## src/design/hts_pkg.sv

```systemverilog
`timescale 1ns / 1ps
// ----------------------------------------------------------------------------
// hts_pkg
// Shared types, character codes and entity tables for the HTML text
// extractor.
// ----------------------------------------------------------------------------
package hts_pkg;

    // widths and sizes
    localparam int COUNT_BITS_DEF = 16;
    localparam int CHAR_W         = 8;
    localparam int LIMIT_W        = 16;
    localparam int LEN_W          = 16;
    localparam int ENT_COUNT      = 5;
    localparam int HOLD_MAX       = 6;
    localparam int QUEUE_DEPTH    = HOLD_MAX - 1;
    localparam int HCNT_W         = 3;

    typedef logic [CHAR_W-1:0] t_char;

    // character codes
    localparam t_char CH_AMP   = 8'h26;
    localparam t_char CH_LT    = 8'h3C;
    localparam t_char CH_GT    = 8'h3E;
    localparam t_char CH_QUOT  = 8'h22;
    localparam t_char CH_SPACE = 8'h20;
    localparam t_char CH_HASH  = 8'h23;
    localparam t_char CH_SEMI  = 8'h3B;
    localparam t_char CH_TAB   = 8'h09;
    localparam t_char CH_CR    = 8'h0D;

    // named entities: text, length and decoded byte
    localparam t_char ENT_TEXT [ENT_COUNT][HOLD_MAX] = '{
        '{8'h26, 8'h61, 8'h6D, 8'h70, 8'h3B, 8'h00},   // &amp;
        '{8'h26, 8'h6C, 8'h74, 8'h3B, 8'h00, 8'h00},   // &lt;
        '{8'h26, 8'h67, 8'h74, 8'h3B, 8'h00, 8'h00},   // &gt;
        '{8'h26, 8'h71, 8'h75, 8'h6F, 8'h74, 8'h3B},   // &quot;
        '{8'h26, 8'h6E, 8'h62, 8'h73, 8'h70, 8'h3B}    // &nbsp;
    };
    localparam logic [HCNT_W-1:0] ENT_LEN [ENT_COUNT] = '{
        3'd5, 3'd4, 3'd4, 3'd6, 3'd6
    };
    localparam t_char ENT_VALUE [ENT_COUNT] = '{
        CH_AMP, CH_LT, CH_GT, CH_QUOT, CH_SPACE
    };

    // one input beat as held in the input register
    typedef struct packed {
        logic  valid;
        t_char ch;
        logic  doc_end;
    } t_item;

    // one parser step as seen by the output stage
    typedef struct packed {
        logic             go;
        logic             emit;
        t_char            ch;
        logic [LEN_W-1:0] len;
        logic             done;
    } t_step;

    // space, tab, newline, vertical tab, form feed, carriage return
    function automatic logic is_space(input t_char c);
        return (c == CH_SPACE) || ((c >= CH_TAB) && (c <= CH_CR));
    endfunction

endpackage

```

## src/design/hts_in_reg.sv

```systemverilog
`timescale 1ns / 1ps
// ----------------------------------------------------------------------------
// hts_in_reg
// Input register: captures one beat and holds it until the parser takes it.
// ----------------------------------------------------------------------------
module hts_in_reg (
    input  logic            i_clk,
    input  logic            i_rst_n,
    input  logic            i_in_valid,
    output logic            o_in_stall,
    input  hts_pkg::t_char  i_in_char,
    input  logic            i_doc_end,
    input  logic            i_take,
    output hts_pkg::t_item  o_item
);

    logic           r_valid;
    hts_pkg::t_char r_ch;
    logic           r_doc_end;
    logic           accept;

    // stall only while a held beat is not being taken
    assign o_in_stall = r_valid && !i_take;
    assign accept     = i_in_valid && !o_in_stall;

    // valid flag
    always_ff @(posedge i_clk) begin
        if (!i_rst_n) begin
            r_valid <= 1'b0;
        end else if (accept) begin
            r_valid <= 1'b1;
        end else if (i_take) begin
            r_valid <= 1'b0;
        end
    end

    // payload
    always_ff @(posedge i_clk) begin
        if (accept) begin
            r_ch      <= i_in_char;
            r_doc_end <= i_doc_end;
        end
    end

    assign o_item = '{valid: r_valid, ch: r_ch, doc_end: r_doc_end};

endmodule

```

## src/design/hts_engine.sv

```systemverilog
`timescale 1ns / 1ps
// ----------------------------------------------------------------------------
// hts_engine
// Parser: one byte or one flush action per cycle unless the output stage
// holds it. Tracks markup, numeric entity skipping, whitespace collapse,
// named entity matching, output limit, and replay of a failed partial entity.
// ----------------------------------------------------------------------------
module hts_engine #(
    parameter int COUNT_BITS = hts_pkg::COUNT_BITS_DEF
) (
    input  logic                         i_clk,
    input  logic                         i_rst_n,
    input  hts_pkg::t_item               i_item,
    output logic                         o_take,
    input  logic                         i_step_ok,
    input  logic [hts_pkg::LIMIT_W-1:0]  i_limit,
    output hts_pkg::t_step               o_step
);

    localparam int QD  = hts_pkg::QUEUE_DEPTH;
    localparam int HW  = hts_pkg::HCNT_W;
    localparam int ENC = hts_pkg::ENT_COUNT;

    // parser state
    logic                  r_markup, n_markup;
    logic                  r_prev, n_prev;
    logic                  r_skip, n_skip;
    logic [HW-1:0]         r_hcnt, n_hcnt;
    logic [ENC-1:0]        r_cand, n_cand;
    hts_pkg::t_char        r_held [QD];
    hts_pkg::t_char        n_held [QD];
    hts_pkg::t_char        r_rq [QD];
    hts_pkg::t_char        n_rq [QD];
    logic [HW-1:0]         r_rqcnt, n_rqcnt;
    logic [COUNT_BITS-1:0] r_count, n_count;
    logic                  r_act, r_end;

    logic                  go, src_q, flush, cur_end, done;
    hts_pkg::t_char        b, wbyte, fval;
    logic                  want, emit, count_ok, full, pref;
    logic [ENC-1:0]        still;
    logic [COUNT_BITS-1:0] cnt_inc;
    logic [31:0]           cnt_inc32;

    // step control
    assign go      = (r_act || i_item.valid) && i_step_ok;
    assign o_take  = go && !r_act;
    assign src_q   = r_act && (r_rqcnt != '0);
    assign flush   = r_act && (r_rqcnt == '0);
    assign b       = src_q ? r_rq[0] : i_item.ch;
    assign cur_end = r_act ? r_end : i_item.doc_end;

    // entity candidates after this byte
    always_comb begin
        still = '0;
        full  = 1'b0;
        pref  = 1'b0;
        fval  = hts_pkg::CH_AMP;
        for (int k = 0; k < ENC; k++) begin
            still[k] = r_cand[k] && (r_hcnt < hts_pkg::ENT_LEN[k])
                       && (hts_pkg::ENT_TEXT[k][r_hcnt] == b);
            if (still[k] && ((r_hcnt + 3'd1) == hts_pkg::ENT_LEN[k])) begin
                if (!full) begin
                    fval = hts_pkg::ENT_VALUE[k];
                end
                full = 1'b1;
            end else if (still[k]) begin
                pref = 1'b1;
            end
        end
    end

    // byte processing
    always_comb begin
        n_markup = r_markup;
        n_prev   = r_prev;
        n_skip   = r_skip;
        n_hcnt   = r_hcnt;
        n_cand   = r_cand;
        n_held   = r_held;
        n_rq     = r_rq;
        n_rqcnt  = r_rqcnt;
        want     = 1'b0;
        wbyte    = b;

        // pop the replay queue head
        if (src_q) begin
            for (int i = 0; i < QD - 1; i++) begin
                n_rq[i] = r_rq[i + 1];
            end
            n_rqcnt = r_rqcnt - 3'd1;
        end

        if (flush) begin
            // document end with a partial entity: emit '&' and replay the rest
            if (r_hcnt != '0) begin
                want    = 1'b1;
                wbyte   = hts_pkg::CH_AMP;
                n_prev  = 1'b0;
                n_rq    = r_held;
                n_rqcnt = r_hcnt - 3'd1;
                n_hcnt  = '0;
            end
        end else if (r_hcnt != '0) begin
            if ((r_hcnt == 3'd1) && (b == hts_pkg::CH_HASH)) begin
                n_skip = 1'b1;
                n_hcnt = '0;
            end else if (full) begin
                want   = 1'b1;
                wbyte  = fval;
                n_hcnt = '0;
            end else if (pref) begin
                n_hcnt                = r_hcnt + 3'd1;
                n_cand                = still;
                n_held[r_hcnt - 3'd1] = b;
            end else begin
                // no entity matches: '&', then the held bytes again
                want   = 1'b1;
                wbyte  = hts_pkg::CH_AMP;
                n_prev = 1'b0;
                for (int i = 0; i < QD; i++) begin
                    n_rq[i] = (HW'(i) == (r_hcnt - 3'd1)) ? b : r_held[i];
                end
                n_rqcnt = r_hcnt;
                n_hcnt  = '0;
            end
        end else if (r_skip) begin
            if (b == hts_pkg::CH_SEMI) begin
                n_skip = 1'b0;
            end
        end else if (b == hts_pkg::CH_LT) begin
            n_markup = 1'b1;
        end else if (b == hts_pkg::CH_GT) begin
            n_markup = 1'b0;
        end else if (r_markup) begin
            n_markup = 1'b1;
        end else if (b == hts_pkg::CH_AMP) begin
            n_hcnt = 3'd1;
            n_cand = '1;
        end else if (hts_pkg::is_space(b)) begin
            if (!r_prev) begin
                want   = 1'b1;
                wbyte  = hts_pkg::CH_SPACE;
                n_prev = 1'b1;
            end
        end else begin
            want   = 1'b1;
            n_prev = 1'b0;
        end
    end

    // output limit and counter saturation
    assign count_ok  = (32'(r_count) < 32'(i_limit)) && (r_count != {COUNT_BITS{1'b1}});
    assign emit      = go && want && count_ok;
    assign cnt_inc   = r_count + COUNT_BITS'(1);
    assign cnt_inc32 = 32'(cnt_inc);
    assign n_count   = emit ? cnt_inc : r_count;
    assign done      = (n_rqcnt == '0) && !(cur_end && (n_hcnt != '0));

    // control state
    always_ff @(posedge i_clk) begin
        if (!i_rst_n) begin
            r_markup <= 1'b0;
            r_prev   <= 1'b1;
            r_skip   <= 1'b0;
            r_hcnt   <= '0;
            r_rqcnt  <= '0;
            r_count  <= '0;
            r_act    <= 1'b0;
            r_end    <= 1'b0;
        end else if (go) begin
            r_act   <= !done;
            r_rqcnt <= n_rqcnt;
            if (o_take) begin
                r_end <= i_item.doc_end;
            end
            if (done && cur_end) begin
                r_markup <= 1'b0;
                r_prev   <= 1'b1;
                r_skip   <= 1'b0;
                r_hcnt   <= '0;
                r_count  <= '0;
            end else begin
                r_markup <= n_markup;
                r_prev   <= n_prev;
                r_skip   <= n_skip;
                r_hcnt   <= n_hcnt;
                r_count  <= n_count;
            end
        end
    end

    // held bytes, candidates and replay queue
    always_ff @(posedge i_clk) begin
        if (go) begin
            r_cand <= n_cand;
            r_held <= n_held;
            r_rq   <= n_rq;
        end
    end

    assign o_step = '{go: go, emit: emit, ch: wbyte,
                      len: cnt_inc32[hts_pkg::LEN_W-1:0], done: go && done};

endmodule

```

## src/design/hts_out.sv

```systemverilog
`timescale 1ns / 1ps
// ----------------------------------------------------------------------------
// hts_out
// Output stage: a pending slot that waits until it is known whether a result
// is the last one of its input beat, then the output register.
// ----------------------------------------------------------------------------
module hts_out (
    input  logic                       i_clk,
    input  logic                       i_rst_n,
    input  hts_pkg::t_step             i_step,
    output logic                       o_step_ok,
    output logic                       o_out_valid,
    input  logic                       i_out_stall,
    output hts_pkg::t_char             o_out_char,
    output logic                       o_run_last,
    output logic [hts_pkg::LEN_W-1:0]  o_text_length
);

    logic                      r_pend_v, r_pend_fin;
    hts_pkg::t_char            r_pend_ch;
    logic [hts_pkg::LEN_W-1:0] r_pend_len;
    logic                      r_out_v, r_out_last;
    hts_pkg::t_char            r_out_ch;
    logic [hts_pkg::LEN_W-1:0] r_out_len;
    logic                      out_free, pend_move;

    assign out_free  = !r_out_v || !i_out_stall;
    assign o_step_ok = out_free || !r_pend_v;
    // pending result leaves once it is final or a newer one replaces it
    assign pend_move = r_pend_v && out_free && (r_pend_fin || i_step.emit);

    // pending slot control
    always_ff @(posedge i_clk) begin
        if (!i_rst_n) begin
            r_pend_v   <= 1'b0;
            r_pend_fin <= 1'b0;
        end else if (i_step.emit) begin
            r_pend_v   <= 1'b1;
            r_pend_fin <= i_step.done;
        end else if (pend_move) begin
            r_pend_v   <= 1'b0;
            r_pend_fin <= 1'b0;
        end else if (i_step.go && i_step.done && r_pend_v) begin
            r_pend_fin <= 1'b1;
        end
    end

    // pending slot payload
    always_ff @(posedge i_clk) begin
        if (i_step.emit) begin
            r_pend_ch  <= i_step.ch;
            r_pend_len <= i_step.len;
        end
    end

    // output register control
    always_ff @(posedge i_clk) begin
        if (!i_rst_n) begin
            r_out_v <= 1'b0;
        end else if (pend_move) begin
            r_out_v <= 1'b1;
        end else if (out_free) begin
            r_out_v <= 1'b0;
        end
    end

    // output register payload
    always_ff @(posedge i_clk) begin
        if (pend_move) begin
            r_out_ch   <= r_pend_ch;
            r_out_len  <= r_pend_len;
            r_out_last <= r_pend_fin;
        end
    end

    assign o_out_valid   = r_out_v;
    assign o_out_char    = r_out_ch;
    assign o_run_last    = r_out_last;
    assign o_text_length = r_out_len;

endmodule

```

## src/design/html_tag_strip_text_top.sv

```systemverilog
`timescale 1ns / 1ps
// ----------------------------------------------------------------------------
// html_tag_strip_text_top
// Streaming HTML to plain text extractor: drops markup, decodes named
// entities, skips numeric entities and collapses whitespace.
// ----------------------------------------------------------------------------
// Usage:
//   Input channel: one HTML byte per beat (i_in_char) with i_doc_end on the
//   final byte of a document. Output channel: one text byte per beat with a
//   running length and o_run_last on the last beat caused by an input beat.
//   Both channels use valid/stall; a beat moves when valid is high and stall
//   is low.
//   Path: the last result of an input beat moves from the pending slot into
//   the output register; earlier results of a burst wait for the next result.
//   Throughput: one input beat per cycle while no extra steps are needed and
//   the receiver does not stall. The parser does one step a cycle when the
//   output stage allows it: a failed partial entity adds a step per byte
//   after its '&', a flush at document end adds steps for the '&' and the
//   held bytes, and the input stalls during the extra steps.
//   i_cfg_wr_en writes the output limit (reset 65535); write it only while
//   idle. Reset clears all channel state and starts a new document.
//   A receiver stall holds the output beat and, once the pending slot is
//   full, stops the parser and then the input.
// ----------------------------------------------------------------------------
module html_tag_strip_text_top #(
    parameter int COUNT_BITS = hts_pkg::COUNT_BITS_DEF
) (
    input  logic                         i_clk,
    input  logic                         i_rst_n,
    input  logic                         i_in_valid,
    output logic                         o_in_stall,
    input  logic [7:0]                   i_in_char,
    input  logic                         i_doc_end,
    output logic                         o_out_valid,
    input  logic                         i_out_stall,
    output logic [7:0]                   o_out_char,
    output logic                         o_run_last,
    output logic [15:0]                  o_text_length,
    input  logic                         i_cfg_wr_en,
    input  logic [hts_pkg::LIMIT_W-1:0]  i_cfg_wr_data
);

    logic [hts_pkg::LIMIT_W-1:0] r_output_limit;
    hts_pkg::t_item              item;
    hts_pkg::t_step              step;
    logic                        take, step_ok;

    // output limit register
    always_ff @(posedge i_clk) begin
        if (!i_rst_n) begin
            r_output_limit <= {hts_pkg::LIMIT_W{1'b1}};
        end else if (i_cfg_wr_en) begin
            r_output_limit <= i_cfg_wr_data;
        end
    end

    hts_in_reg u_in_reg (
        .i_clk      (i_clk),
        .i_rst_n    (i_rst_n),
        .i_in_valid (i_in_valid),
        .o_in_stall (o_in_stall),
        .i_in_char  (i_in_char),
        .i_doc_end  (i_doc_end),
        .i_take     (take),
        .o_item     (item)
    );

    hts_engine #(
        .COUNT_BITS (COUNT_BITS)
    ) u_engine (
        .i_clk     (i_clk),
        .i_rst_n   (i_rst_n),
        .i_item    (item),
        .o_take    (take),
        .i_step_ok (step_ok),
        .i_limit   (r_output_limit),
        .o_step    (step)
    );

    hts_out u_out (
        .i_clk         (i_clk),
        .i_rst_n       (i_rst_n),
        .i_step        (step),
        .o_step_ok     (step_ok),
        .o_out_valid   (o_out_valid),
        .i_out_stall   (i_out_stall),
        .o_out_char    (o_out_char),
        .o_run_last    (o_run_last),
        .o_text_length (o_text_length)
    );

endmodule

```

## config.mk

```make
export PLATFORM = sky130hd
export DESIGN_NAME = html_tag_strip_text_top
export DESIGN_NICKNAME = d
export VERILOG_FILES = /design/src/design/hts_pkg.sv /design/src/design/hts_in_reg.sv /design/src/design/hts_engine.sv /design/src/design/hts_out.sv /design/src/design/html_tag_strip_text_top.sv
export SDC_FILE = /design/constraint.sdc
export NUM_CORES = 1
export LEC_CHECK = 0
export BUFFER_PORTS_ARGS = -buffer_cell sky130_fd_sc_hd__buf_2
export CAP_MARGIN = 20
export CELL_PAD_IN_SITES_DETAIL_PLACEMENT = 0
export CELL_PAD_IN_SITES_GLOBAL_PLACEMENT = 1
export CORE_MARGIN = 8
export CORE_UTILIZATION = 39
export DETAILED_ROUTE_END_ITERATION = 10
export PLACE_DENSITY_LB_ADDON = 0.1
export SLEW_MARGIN = 25
export SYNTH_ARGS = -nofsm -noshare
export SYNTH_HDL_FRONTEND = slang
export SYNTH_SLANG_ARGS = --single-unit
```

## constraint.sdc

```tcl
create_clock -name i_clk -period 6.9 [get_ports i_clk]
set_input_delay 0.345 -clock i_clk [delete_from_list [all_inputs] [get_ports i_clk]]
set_output_delay 0.345 -clock i_clk [all_outputs]
set_load 0.02 [all_outputs]
```

# == Word-level counts from Yosys, hierarchy flattened ==
# Memory sizes are Yosys's and may differ from the RTL's.
# Index checks and enable logic that the tools add are counted.
# op_classes
n_addsub,4
order_cmp,9
n_eq_ne,43
muxes,141
n_bitwise,5
n_reduce_logical,68
# ops
op,n
$mux W8,37
$mux W40,6
$mux W1,64
$mux W3,19
$mux W5,10
$eq A8 B6 Y1 const B,6
$bwmux W40,1
$eq A8 B8 Y1,5
$logic_and A1 B1 Y1,35
$mux W16,2
$mux W32,1
$demux W8 S3,1
$reduce_and A10 Y1,2
$add A16 B1 Y16 const B,1
$lt A16 B16 Y1,1
$ne A16 B16 Y1 const B,1
$ne A2 B2 Y1 const B,7
$ne A2 B1 Y1 const B,6
$ne A3 B3 Y1 const B,4
$ne A4 B3 Y1 const B,3
$reduce_bool A3 Y1,4
$reduce_bool A2 Y1,5
$eq A3 B3 Y1 const B,3
$logic_not A3 Y1,3
other kinds (21),43
# word_totals
reg_bits,190
romBits,320
inputBits,30
out_inout_bits,27
word_cells,306
n_memories,5
# memory_table
name,words,word_bits,read_ports,rd_ports_with_merged_regs,wr,line_no,text
(no name shown),8,8,1,0,0,hts_engine.sv:61,&& (hts_pkg::ENT_TEXT[k][r_hcnt] == b);
(no name shown),8,8,1,0,0,hts_engine.sv:61,
(no name shown),8,8,1,0,0,hts_engine.sv:61,
(no name shown),8,8,1,0,0,hts_engine.sv:61,
(no name shown),8,8,1,0,0,hts_engine.sv:61,

# == Depth between registers and ports, before layout ==
# Gate-level depths: netlist of the first run.
# depth
depth_word,31
mapped_depth,19
depth_no_buf,16

# == Hierarchy ==
# Synthesis of the first run repeated with hierarchy kept, for this count alone.
# hier_totals
cells_unflattened,1115
area_unflattened_um2,10996.8
# by_module_without_submodules
module,n_inst,cells_per_inst,area_each_um2,seq_area_each_um2
hts_engine,1,983,8466.9,3093.0
hts_out,1,65,1616.6,1531.5
html_tag_strip_text_top,1,52,580.6,320.3
hts_in_reg,1,15,332.8,290.3

# == Worst setup path after synthesis of the first run ==
# Ideal clock, no wire load.
# synth_timing
path_kind,reg2reg
start,register u_engine.r_hcnt[0]
end,register u_out.r_out_ch[0] (netlist: u_out.o_out_char[0]) (enable)
setup_time_ps,407
arrival_time_ps,4827
required_time_ps,6493
path_slack_ps,1667
path_stages_with_launch,17
path_buffers,3
synth_period_minus_slack_ps,5233
cell_sequence,dfxtp_1 clkbuf_1 clkinv_1 ha_1 clkbuf_1 inv_1 and3_1 o32a_1 o22a_1 o32a_1 o21ai_2 o21ai_1 a21o_1 inv_2 buf_2 nor2_1 nor2_1
# synth_rtl
item,line_no,text
from (decl),hts_engine.sv:28,"logic [HW-1:0] r_hcnt, n_hcnt;"
from (signal assigned),hts_engine.sv:187,r_hcnt <= n_hcnt;
to (signal assigned),hts_out.sv:70,r_out_ch <= r_pend_ch;
to (decl),hts_out.sv:23,hts_pkg::t_char r_out_ch;

# == Worst setup path in the final report of the first run ==
# layout_timing
start,register u_engine.r_hcnt[0]
end,register u_out.r_out_ch[2] (netlist: u_out.o_out_char[2]) (enable)
# layout_between
elab_chain_len,25
elab_cells_between_ends,71
classes_between,1 x add/sub; 3 x order compare; 9 x eq/ne; 31 x mux; 1 x bitwise; 21 x reduce/logical; 5 x memory
# layout_lines
item,line_no,text
$not A3 Y4 (implied by the code),hts_engine.sv:61,
$mem_v2 Z8 W8,--,
$mux W8 (implied by the code) (2 in a row),hts_engine.sv:61,
$eq A8 B8 Y1,hts_engine.sv:61,
$logic_and A1 B1 Y1,hts_engine.sv:61,
$mux W1 or $logic_and A1 B1 Y1 (tied branches),"hts_engine.sv:67, hts_engine.sv:62",
$mux W1,hts_engine.sv:62,if (still[k] && ((r_hcnt + 3'd1) == hts_pkg::ENT_LEN[k])) begin
$mux W1,hts_engine.sv:67,end else if (still[k]) begin
[... 8 more ...],--,
$mux W1,hts_engine.sv:108,end else if (full) begin
$mux W1,hts_engine.sv:105,if ((r_hcnt == 3'd1) && (b == hts_pkg::CH_HASH)) begin
$mux W1,hts_engine.sv:104,end else if (r_hcnt != '0) begin
$mux W1 (*),hts_engine.sv:94,if (flush) begin
$logic_and A1 B1 Y1 (*) (2 in a row),hts_engine.sv:154,assign emit = go && want && count_ok;
$logic_or A1 B1 Y1 (*),hts_out.sv:30,assign pend_move = r_pend_v && out_free && (r_pend_fin || i_step.emit);
$logic_and A1 B1 Y1 (*),hts_out.sv:30,
named net u_out.pend_move,hts_out.sv:25,"logic out_free, pend_move;"
# The timed path passes the listed nets; every way through them passes the cells marked *. The select of a mux whose other input is x is not followed.
# A chain may end at the register's enable or synchronous reset.

==> results by group, run 1 <==
Outcome
  – Outcome: complete, no violations

Yosys
  – Combinational family with the most area after synthesis: compound AO/OA/AOI/OAI gates
  – Leading area contributor after synthesis: edfxtp_1
  – YS warnings: 0
  – Share of the yosys chip area belonging to registers: a little under half
  – Adder-Cell Fraction of Synth Area: 3.47%
  – Simple-Gate Fraction of Synth Area: about 16%
  – Synth cell types: 94
  – Mapped Cells: 1173
  – Yosys top cell area share: about two fifths
  – Yosys reg bits: 190
  – Largest cells by area after synthesis: edfxtp_1, dfxtp_1, a21oi_1, nor2_1, ha_1
  – Syn nets: ~1200
  – Syn Std Cell Area: approximately 0.011 mm²
  – Multiplexer share of the synthesized area: between 3 and 4%
  – Synth Area per Inst: 9.53 µm²
  – EDFF count, synth: around 140
  – Synth Area in Compound Gates: a little under a quarter
  – Synth Flop Type: edfxtp_1
  – Ys async rst share: 0%
  – Xor and xnor area share after synthesis: 1.10%

Floorplanning
  – Die Ht: between 150 and 200 µm
  – CORE AREA: between 0.02 and 0.03 mm²
  – Die width: approximately 190 µm
  – DIE AREA: about 0.034 mm²
  – Initial Util: 39.3%
  – Total I/O pin count: 57
  – Cell row count: just over 60

Global route
  – Largest net degree at the start of global routing: 67
  – Vias in the first global route: approximately 9000
  – Total GRT Usage: 20.5%
  – GRT overflow: 0
  – Initial antenna violation count: 0
  – First-pass GRT wire length: 53500 µm

Drt
  – Vias: 9203
  – Post-DR vias/cell: 5.79
  – Drt first-iter violations: 778
  – WL/cell: ~22 µm
  – # DRC: 0
  – DR pass1 iterations: 5
  – Routed WL: ~35000 µm
  – DRT antenna net count: 0

Power and ir drop
  – Power Dens Cells: 362 mW/mm²
  – VDD IR-drop max: between 0.0002 and 0.00025 V
  – Sequential power share: 40.9%
  – Cell-internal power: about 2600 µW
  – Clk network pwr share: about a fifth
  – Switching Fraction: a little over two fifths
  – Combinational power share: roughly 38%
  – Switching power: ~1900 µW
  – P_leak: roughly 0.0044 µW

Clock network
  – Worst-Skew Late Latency: between 400 and 500 ps
  – CTS Buf Count: 17
  – Postcts setup bufs: 0
  – Clock tree buffer depth: 2
  – TritonCTS clock tree: done
  – Clock Sinks: 190
  – Htree depth: 4
  – Clk slew on worst S/H paths: roughly 80 ps
  – CTS resizes: 0
  – Clock Tree Root: clkbuf_16
  – Quantity of hold-fixing buffers added after cts: 0

Placed design
  – Port buffer count: 56
  – Worst Setup Slack post-DPL: between 1000 and 1500 ps
  – GP Congestion: between 0.9 and 1
  – Final HPWL DP: 24100 µm
  – Placed Instance Area: roughly 0.012 mm²

STA
  – Rel. slew slack: approximately two fifths
  – TNS Setup: 0 ps
  – Final Worst Setup Slack: between 1000 and 1500 ps
  – Final hold violation count: 0
  – RSZ-0062 raised after global routing: no
  – Max Slew Vio Count: 0
  – Worst Clk Skew: around 13 ps
  – Fmax: between 0.15 and 0.2 GHz
  – Final setup vio count: 0
  – Fin crit period: about 5500 ps
  – Slew @ Worst Pin: around 900 ps
  – Crit share post-route: 79.1%

Critical path
  – CP endpoint kind: flip-flop
  – CP Max Fanout: 21
  – Worst Setup Path Type: flip-flop to flip-flop
  – Crit path from: u_engine.r_hcnt[0]
  – Critical Path RT: 7020 ps
  – Worst EP arrival: between 5000 and 6000 ps
  – RR Startpoint: u_engine.r_hcnt[0]
  – CP Launch Type: flip-flop

Min path
  – Hold Crit Start: i_in_char[7]
  – Worst hold-check path type: input port to flip-flop

Layout
  – N_diodes: 0
  – Finished Cell Area: 0.0123 mm²
  – Final #Nets: approximately 1300
  – Layout cell share with drive strength beyond 1: 13.9%
  – Syn-to-layout area delta: 10.4%

Flow run
  – Maxcap violations: 0
-- power groups by stage --
stage / clock network (µW) / registers, µW / logic, µW
after floorplan: 0 / 1770 / 1240
after global placement: 0 / 1850 / 1670
after detailed placement: 0 / 1850 / 1680
after CTS: 983 / 1830 / 1680
after global routing: 1020 / 1850 / 1850
final: 956 / 1830 / 1680
-- kinds of logic (layout without fill, tap and decap cells) --
group / count (synthesis) / after routing
AO/OA/AOI/OAI: 384 / 384
AND/OR/NAND/NOR: 380 / 380
flip-flops: 190 / 190
buffers and inverters: 140 / 172
multiplexers: 34 / 34
adder cells (fa/ha/maj): 31 / 31
XOR/XNOR: 14 / 14
-- worst max-delay path: stages, from the launching register on --
cell and delay [ps]:
dfxtp_1 830, clkinv_1 570, ha_1 750, nor2b_1 330
xor2_1 100, nor3_1 140, nor2_1 80, or4_4 540
o32a_1 360, o21ai_2 120, o21ai_1 170, a21o_1 380
inv_2 110, nor2_1 50, nor2_2 250, buf_4 350
-- flip-flops by register name (all words and copies together) (netlist names), 3 cells and up --
| signal | flops |
|---|---|
| u_engine.r_rqcnt | 3 |
| u_engine.r_held | 40 |
| u_engine.r_hcnt | 3 |
| r_output_limit | 16 |
| u_engine.r_count | 16 |
| u_out.o_out_char | 8 |
| u_out.r_pend_len | 16 |
| u_engine.r_rq | 40 |
| u_out.o_text_length | 16 |
| u_engine.r_cand | 5 |
| u_out.r_pend_ch | 8 |
| u_in_reg.r_ch | 8 |
-- metal layers --
layer / vias to the layer above / part of all wire [%] / global-route usage (%) / wire length [µm]
met2: 258 / 47 / 33.1 / 16300
met3: 60 / 4.2 / 2.71 / 1480
met4: 0 / 3.3 / 8.45 / 1150
met1: 4468 / 46 / 27.5 / 16000
li1: 4417 / - / - / -
met5: - / 0 / 0 / 0
-- through the flow --
step	total power (µW)	util, %	std cells	hold WS, ps
2_1_floorplan	3010	-	1173	400
3_3_place_gp	3530	41.4	1557	403
3_5_place_dp	3530	41.4	1557	405
4_1_cts	4500	43.3	1589	48.5
5_1_grt	4720	43.4	1589	53.4
6_report	4470	43.4	1589	71.3
-- area by class of cell --
class / instances / area, µm²
clock inverter: 14 / 125
sequential: 190 / 5240
clock buffer: 18 / 429
timing repair buffer: 81 / 468
inverter: 59 / 221
fill: 2772 / 16100
multi-input combinational: 843 / 5390
tap: 384 / 480
-- synth_stat cells, types with 10 or more instances --
cell,instances
nor2_1,159
edfxtp_1,143
a21oi_1,123
nand2_1,68
inv_1,51
dfxtp_1,47
clkbuf_1,44
o21ai_0,42
a211oi_1,37
o211ai_1,36
mux2i_1,33
ha_1,31
nand3_1,22
nor3_1,22
o2111ai_1,21
and2_1,17
buf_2,16
nor2b_1,15
buf_1,13
or2_2,13
nand2b_1,11
o21ai_1,11
xnor2_1,11
a31oi_1,10
-- placed cells by master, fill, tap and decap left out, types with 7 or more instances in the layout --
cell       instances
a211oi_1          37
a21boi_1           9
a21o_1             8
a21oi_1          123
a31oi_1           10
and2_1            17
and3_1             9
buf_2             56
buf_4             25
clkbuf_16         17
dfxtp_1           47
edfxtp_1         143
ha_1              31
inv_1             51
mux2i_1           33
nand2_1           66
nand2b_1          11
nand3_1           22
nand4_1            9
nor2_1           156
nor2b_1           14
nor3_1            20
o2111ai_1         21
o211ai_1          36
o21a_1             8
o21ai_0           42
o21ai_1           11
o221ai_1           7
o311ai_1           7
or2_2             13
xnor2_1           11
-- final timing paths --
path,end,slack (ps),depth (start not counted)
hold reg to reg,u_out.o_out_char[6],420,0
hold / removal,u_in_reg.r_ch[7],70,1
setup reg to reg,u_out.o_out_char[2],1440,15
setup / recovery,u_out.o_out_char[2],1440,15
No activity file was read; power rests on OpenSTA's default activity.
==> inputs of run 2 (changes only) <==
==> constraint.sdc (replaced) <==
create_clock -name i_clk -period 4.8 [get_ports i_clk]
set_input_delay 0.24 -clock i_clk [delete_from_list [all_inputs] [get_ports i_clk]]
set_output_delay 0.24 -clock i_clk [all_outputs]
set_load 0.02 [all_outputs]
==> run 2 against run 1 <==
Compared with the run above: non-clock buffer count increased by 48; setup slack lost 1100 ps; count of clock-buffer cells in the layout did not move; clock skew grew 1.6 ps; sequential cell count is the same.
==> results by group, run 2 (synthesis gave the netlist of run 1 again) <==
Outcome
  – Outcome: complete, no violations

STA
  – Crit share post-route: between 90% and 100%
  – Hold Slack: ~19 ps
  – Fmax: between 0.2 and 0.25 GHz
  – Max Slew Vio Count: 0
  – Slew @ Worst Pin: 916 ps
  – Final setup vio count: 0
  – Final hold violation count: 0
  – RSZ-0062 raised after global routing: no
  – Worst Clk Skew: approximately 15 ps
  – TNS Setup: 0 ps
  – Fin crit period: about 4400 ps
  – Rel. slew slack: roughly 39%

Floorplanning
  – Cell row count: between 60 and 70
  – Initial Util: 39.3%
  – Total I/O pin count: 57
  – DIE AREA: 0.0344 mm²
  – Die Ht: 185 µm
  – Die width: about 190 µm
  – CORE AREA: about 0.028 mm²

Clock network
  – TritonCTS clock tree: done
  – Clock Tree Root: clkbuf_16
  – CTS Buf Count: 17
  – Worst-Skew Late Latency: roughly 450 ps
  – Clock Sinks: 190
  – Clock tree buffer depth: 2
  – Clk slew on worst S/H paths: ~80 ps
  – Htree depth: 4
  – Postcts setup bufs: 0

Drt
  – DRT antenna net count: 0
  – # DRC: 0
  – Vias: approximately 9300
  – Post-DR vias/cell: about 5.7
  – WL/cell: 20.9 µm
  – Metal1 wirelength: 15200 µm
  – Routed WL: approximately 34000 µm
  – Max Used Layer: met4
  – Met3 routed WL: between 1000 and 1500 µm
  – Met2 routed WL: between 15000 and 20000 µm
  – DR pass1 iterations: 7
  – Drt first-iter violations: 745

Global route
  – First-pass GRT wire length: 53500 µm
  – Largest net degree at the start of global routing: between 60 and 70
  – Initial antenna violation count: 0
  – Total GRT Usage: between 20% and 30%
  – Vias in the first global route: roughly 8900
  – GRT overflow: 0

Layout
  – Fillcell total: 2749
  – Most frequent cells in the layout: nor2_1, edfxtp_1, a21oi_1
  – Most common cell after layout, fill and taps aside: nor2_1
  – Final #Nets: about 1300
  – Syn-to-layout area delta: 14.5%
  – Top flop regs: u_engine.r_held: 40 flops, u_engine.r_rq: 40 flops
  – N_diodes: 0
  – Layout cell share with drive strength beyond 1: between 10% and 20%

Critical path
  – Crit path buf inv count: 2
  – RR Startpoint: u_engine.r_rqcnt[0]
  – Worst-path cell chain: inv_1 > ha_1 > and2b_1 > nor2_4 > o311ai_0 > a21boi_0 > o2111ai_1 > o21ai_2 > a211oi_1 > nor2_1 > nand4_1 > or2_2 > nor3_1 > buf_4
  – Reg2reg end: u_engine.r_held[36]
  – Worst Setup Path Type: flip-flop to flip-flop
  – CP max-delay cell: nor2_4
  – Worst EP arrival: roughly 4600 ps
  – CP Launch Type: flip-flop
  – Stages on the worst setup path: 14
  – Crit path from: u_engine.r_rqcnt[0]
  – Crit path capture: u_engine.r_held[36]
  – CP top delay family: simple AND/OR/NAND/NOR gates
  – Slowest Stage Delay on Critical Path: 490 ps
  – CP endpoint kind: flip-flop
  – FF-to-FF path depth: 14
  – CP Max Fanout: 17
  – Critical Path RT: between 4000 and 5000 ps
  – R2R setup slack: roughly 350 ps

Placed design
  – Port buffer count: 56
  – GP Congestion: between 0.9 and 1
  – Final HPWL DP: between 20000 and 25000 µm

Min path
  – Worst hold-check path type: input port to flip-flop

Flow run
  – Maxcap violations: 0

Power and ir drop
  – P_leak: 0.00464 µW
  – Power Dens Cells: between 500 and 600 mW/mm²
  – VDD IR-drop max: ~0.00024 V
## run 2: cell count changes in the layout (fill, tap and decap cells not counted), sizes merged
| cell | before | now |
|---|---|---|
| dlygate4sd3 | 0 | 23 |
| clkinv | 8 | 4 |
| buf | 81 | 106 |
| bufinv | 0 | 1 |
| clkinvlp | 0 | 1 |
| inv | 65 | 67 |
## run 2: final cells by class
class | instances | area, µm² | share of cell area, %
flip-flops and latches | 190 | 5240 | 40.9
multi-input cells | 843 | 5380 | 42.0
clock buffers | 18 | 429 | 3.35
repair buffers | 129 | 898 | 7.02
clock inverters | 14 | 163 | 1.27
inverters | 59 | 221 | 1.73
well taps | 384 | 480 | 3.75
## run 2: timing repair
action,in CTS,in global routing
hold buffers,23,0
endpoints found under the setup margin,0,0
endpoints found under the hold margin,23,0
resized for setup,0,0
## run 2: power by group
part	total (µW)	switching (µW)	internal, µW	leakage, µW
Sequential	2580	258	2320	0.00172
Combinational	2500	1690	810	0.00263
Clock	1470	717	748	0.000289
## run 2: routing by layer
| metal | track usage (%) | vias to the layer above |
|---|---|---|
| li1 | - | 4506 |
| met1 | 26.8 | 4490 |
| met2 | 34.4 | 288 |
| met3 | 2.67 | 42 |
| met4 | 6.18 | 0 |
| met5 | 0 | - |
## run 2: how the worst min path moves through the flow
stage	startpoint	end	cells after the start
after floorplan	i_in_char[0]	u_in_reg.r_ch[0]	0
after global placement	u_out.r_pend_len[11]	u_out.o_text_length[11]	0
after detailed placement	u_out.r_pend_ch[5]	u_out.o_out_char[5]	0
after CTS	i_in_valid	u_in_reg.r_valid	2
after global routing	i_in_valid	u_in_reg.r_valid	2
final	i_in_valid	u_in_reg.r_valid	2
## run 2: metrics by stage
stage	util [%]	setup slack, ps	area (µm²)	instances	total power, µW
2_1_floorplan	-	185	11200	1173	4340
3_3_place_gp	42.1	443	12000	1582	5080
3_5_place_dp	42.1	482	12000	1582	5080
4_1_cts	45.0	440	12800	1637	6560
5_1_grt	45.0	129	12800	1637	6930
6_report	45.0	351	12800	1637	6540
## run 2: worst register-to-register path, cell delays in order, from the launching register on
cell and delay (ps):
dfxtp_1 330, inv_1 80, ha_1 240, and2b_1 340
nor2_4 490, o311ai_0 280, a21boi_0 230, o2111ai_1 270
o21ai_2 330, a211oi_1 160, nor2_1 230, nand4_1 250
or2_2 380, nor3_1 310, buf_4 230
==> inputs of run 3 (changes only) <==
--- a/config.mk
+++ b/config.mk
@@ -5,6 +5,7 @@
 export SDC_FILE = /design/constraint.sdc
 export NUM_CORES = 1
 export LEC_CHECK = 0
+export ABC_AREA = 1
 export BUFFER_PORTS_ARGS = -buffer_cell sky130_fd_sc_hd__buf_2
 export CAP_MARGIN = 20
 export CELL_PAD_IN_SITES_DETAIL_PLACEMENT = 0
==> constraint.sdc (replaced) <==
create_clock -name i_clk -period 3.73 [get_ports i_clk]
set_input_delay 0.1865 -clock i_clk [delete_from_list [all_inputs] [get_ports i_clk]]
set_output_delay 0.1865 -clock i_clk [all_outputs]
set_load 0.02 [all_outputs]
==> run 3 against run 2 <==
Compared with the run above: count of clock-buffer cells in the layout shrank 1; register-to-register slack got worse by 110 ps; largest cell class is now registers; sequential share of layout area is 1.6 points higher; die area fell by 6.2%; largest power group is now combinational logic; clock skew grew 4.7 ps.
==> results by group, run 3 <==
Critical path
  – Worst Setup Path Type: flip-flop to flip-flop
  – FF-to-FF path depth: 18
  – CP Max Fanout: 25
  – CP Launch Type: flip-flop
  – Worst EP arrival: 3630 ps
  – CP endpoint kind: flip-flop
  – Critical Path RT: between 3000 and 4000 ps

Layout
  – Syn-to-layout area delta: 18.1%
  – Final #Nets: 1342
  – Top flop regs: u_engine.r_held: 40 flops, u_engine.r_rq: 40 flops
  – Most common cell after layout, fill and taps aside: nand2_1
  – Layout cell share with drive strength beyond 1: about 16%
  – Final Core Density: ~46%
  – Fin cells: between 1500 and 2000
  – Most frequent cells in the layout: nand2_1, edfxtp_1, inv_1
  – N_diodes: 0

Min path
  – WHS Path Cells: 2
  – Worst hold-check path type: input port to flip-flop

Global route
  – Initial antenna violation count: 0
  – First-pass GRT wire length: 47500 µm
  – Total GRT Usage: a little under a fifth
  – Vias in the first global route: ~8200
  – GRT overflow: 0
  – Largest net degree at the start of global routing: 63

Power and ir drop
  – Power Dens Cells: around 760 mW/mm²
  – VDD IR-drop max: between 0.0003 and 0.0004 V
  – P_leak: slightly above 0.005 µW

Yosys
  – Syn nets: approximately 1200
  – Yosys reg bits: 190
  – Largest cells by area after synthesis: edfxtp_1, nand2_1, dfxtp_1, o211ai_1, o21ai_0
  – Yosys top cell area share: 41.2%
  – Synth Area per Inst: between 8 and 9 µm²
  – Synth Flop Type: edfxtp_1
  – Mapped Cells: 1181
  – Ys async rst share: 0%
  – Leading area contributor after synthesis: edfxtp_1
  – Most numerous cell in the Yosys netlist: nand2_1
  – Synth cell types: 52
  – Commonest cells post-synth: nand2_1, edfxtp_1, inv_1
  – Share of the yosys chip area belonging to registers: between 50% and 60%
  – Syn Std Cell Area: 0.0104 mm²
  – YS warnings: 0
  – EDFF count, synth: ~140

Drt
  – DR pass1 iterations: 5
  – Vias: approximately 8500
  – Routed WL: between 30000 and 40000 µm
  – Post-DR vias/cell: between 5 and 6
  – # DRC: 0
  – DRT antenna net count: 0
  – WL/cell: approximately 19 µm
  – Drt first-iter violations: about 620

STA
  – Slew @ Worst Pin: between 900 and 1000 ps
  – Final hold violation count: 0
  – Final Worst Setup Slack: roughly 240 ps
  – Fin crit period: between 3000 and 4000 ps
  – Rel. slew slack: a little under two fifths
  – Max Slew Vio Count: 0
  – Final setup vio count: 0
  – Worst Clk Skew: 19.2 ps
  – Crit share post-route: 93.4%
  – Fmax: between 0.2 and 0.3 GHz

Floorplanning
  – CORE AREA: ~0.027 mm²
  – Total I/O pin count: 57
  – Cell row count: 60
  – Die width: ~180 µm
  – Die Ht: 179 µm
  – DIE AREA: 0.0322 mm²
  – Initial Util: 39.2%

Placed design
  – Port buffer count: 56
  – GP Congestion: between 0.9 and 1
  – Worst Setup Slack post-DPL: approximately 78 ps
  – Final HPWL DP: 21400 µm
  – Placed cells: approximately 1600

Outcome
  – Outcome: complete, no violations

Clock network
  – TritonCTS clock tree: done
  – CTS Buf Count: 17
  – Clock Sinks: 190
  – Clock tree buffer depth: 2
  – Clk slew on worst S/H paths: approximately 90 ps
  – Worst-Skew Late Latency: 450 ps
  – Htree depth: 4
  – Clock Tree Root: clkbuf_16

Flow run
  – Maxcap violations: 0
[run 3: cell count changes after synthesis, moves of 15 or more]
cell,before,now
a21oi_1,123,67
nor2_1,159,69
nand3_1,22,65
o211ai_1,36,72
nor2b_1,15,0
o2111ai_1,21,1
nand2_1,68,289
inv_1,51,105
and2_1,17,1
nand2_2,0,15
a211oi_1,37,1
o21ai_0,42,92
[run 3: cell families (layout without fill, tap and decap cells)]
| family | Yosys count | in the layout | share of synthesized area [%] |
|---|---|---|---|
| mux | 27 | 27 | 2.59 |
| buf+inv | 173 | 286 | 6.75 |
| flops | 190 | 190 | 50.2 |
| compound gates | 250 | 250 | 14.3 |
| fa+ha+maj | 31 | 31 | 3.72 |
| simple gates | 492 | 492 | 20.9 |
| xor+xnor | 18 | 18 | 1.51 |
[run 3: final cells by class]
class,instances,area (µm²)
inverters,118,445
flip-flops and latches,190,5240
multi-input cells,818,4580
well taps,341,427
fillers,2654,14300
clock inverters,15,225
clock buffers,17,425
repair buffers,136,978
[run 3: stage by stage]
step / total power, µW / instance area [µm²] / hold WS (ps) / setup TNS [ps]
after floorplan: 5970 / 10400 / 271 / 0
after global placement: 7200 / 11300 / 363 / 0
after detailed placement: 7210 / 11300 / 366 / 0
after CTS: 9260 / 12200 / 16.4 / 0
after global routing: 9920 / 12300 / 21.7 / -10.3
final: 9320 / 12300 / 27.7 / 0
[run 3: worst paths after layout]
kind	startpoint	to	slack (ps)
worst max-delay path	u_engine.r_rqcnt[0]	u_out.o_out_char[4]	240
worst min-delay path	i_rst_n	u_engine.r_prev	30
worst max register to register	u_engine.r_rqcnt[0]	u_out.o_out_char[4]	240
worst min register to register	u_out.r_pend_len[13]	u_out.o_text_length[13]	420
[run 3: repair_timing]
action | in CTS | in global routing
hold buffers | 26 | 0
endpoints found under the setup margin | 0 | 117
setup buffers | 0 | 2
gates resized for setup | 0 | 23
hold endpoints to repair | 26 | 0
[run 3: worst max-delay path: stages (launching register included)]
cell and delay, ps:
dfxtp_1 340, inv_1 80, ha_1 230, nand2_4 110, nand2_8 120, buf_4 200, nand2_2 70, nand2_1 130
buf_4 200, nor2_1 190, o22ai_1 100, a21oi_1 320, nor2_1 80, o311ai_1 300, nand2_2 150, nand2_1 90
nand3_1 130, inv_1 130, buf_12 190
[run 3: layer usage]
layer	wire length, µm	up-vias	track usage [%]
met5	0	-	0
met2	13800	175	29.6
met1	14900	4038	26.1
met3	1130	40	2.66
li1	-	4281	-
met4	625	0	6.10
[run 3: power by group]
group          leakage [µW]  switching [µW]  total, µW  internal (µW)
Sequential          0.00173             282       3370           3090
Clock              0.000313            1010       2020           1000
Combinational       0.00309            2630       3930           1300
Total               0.00513            3930       9320           5390
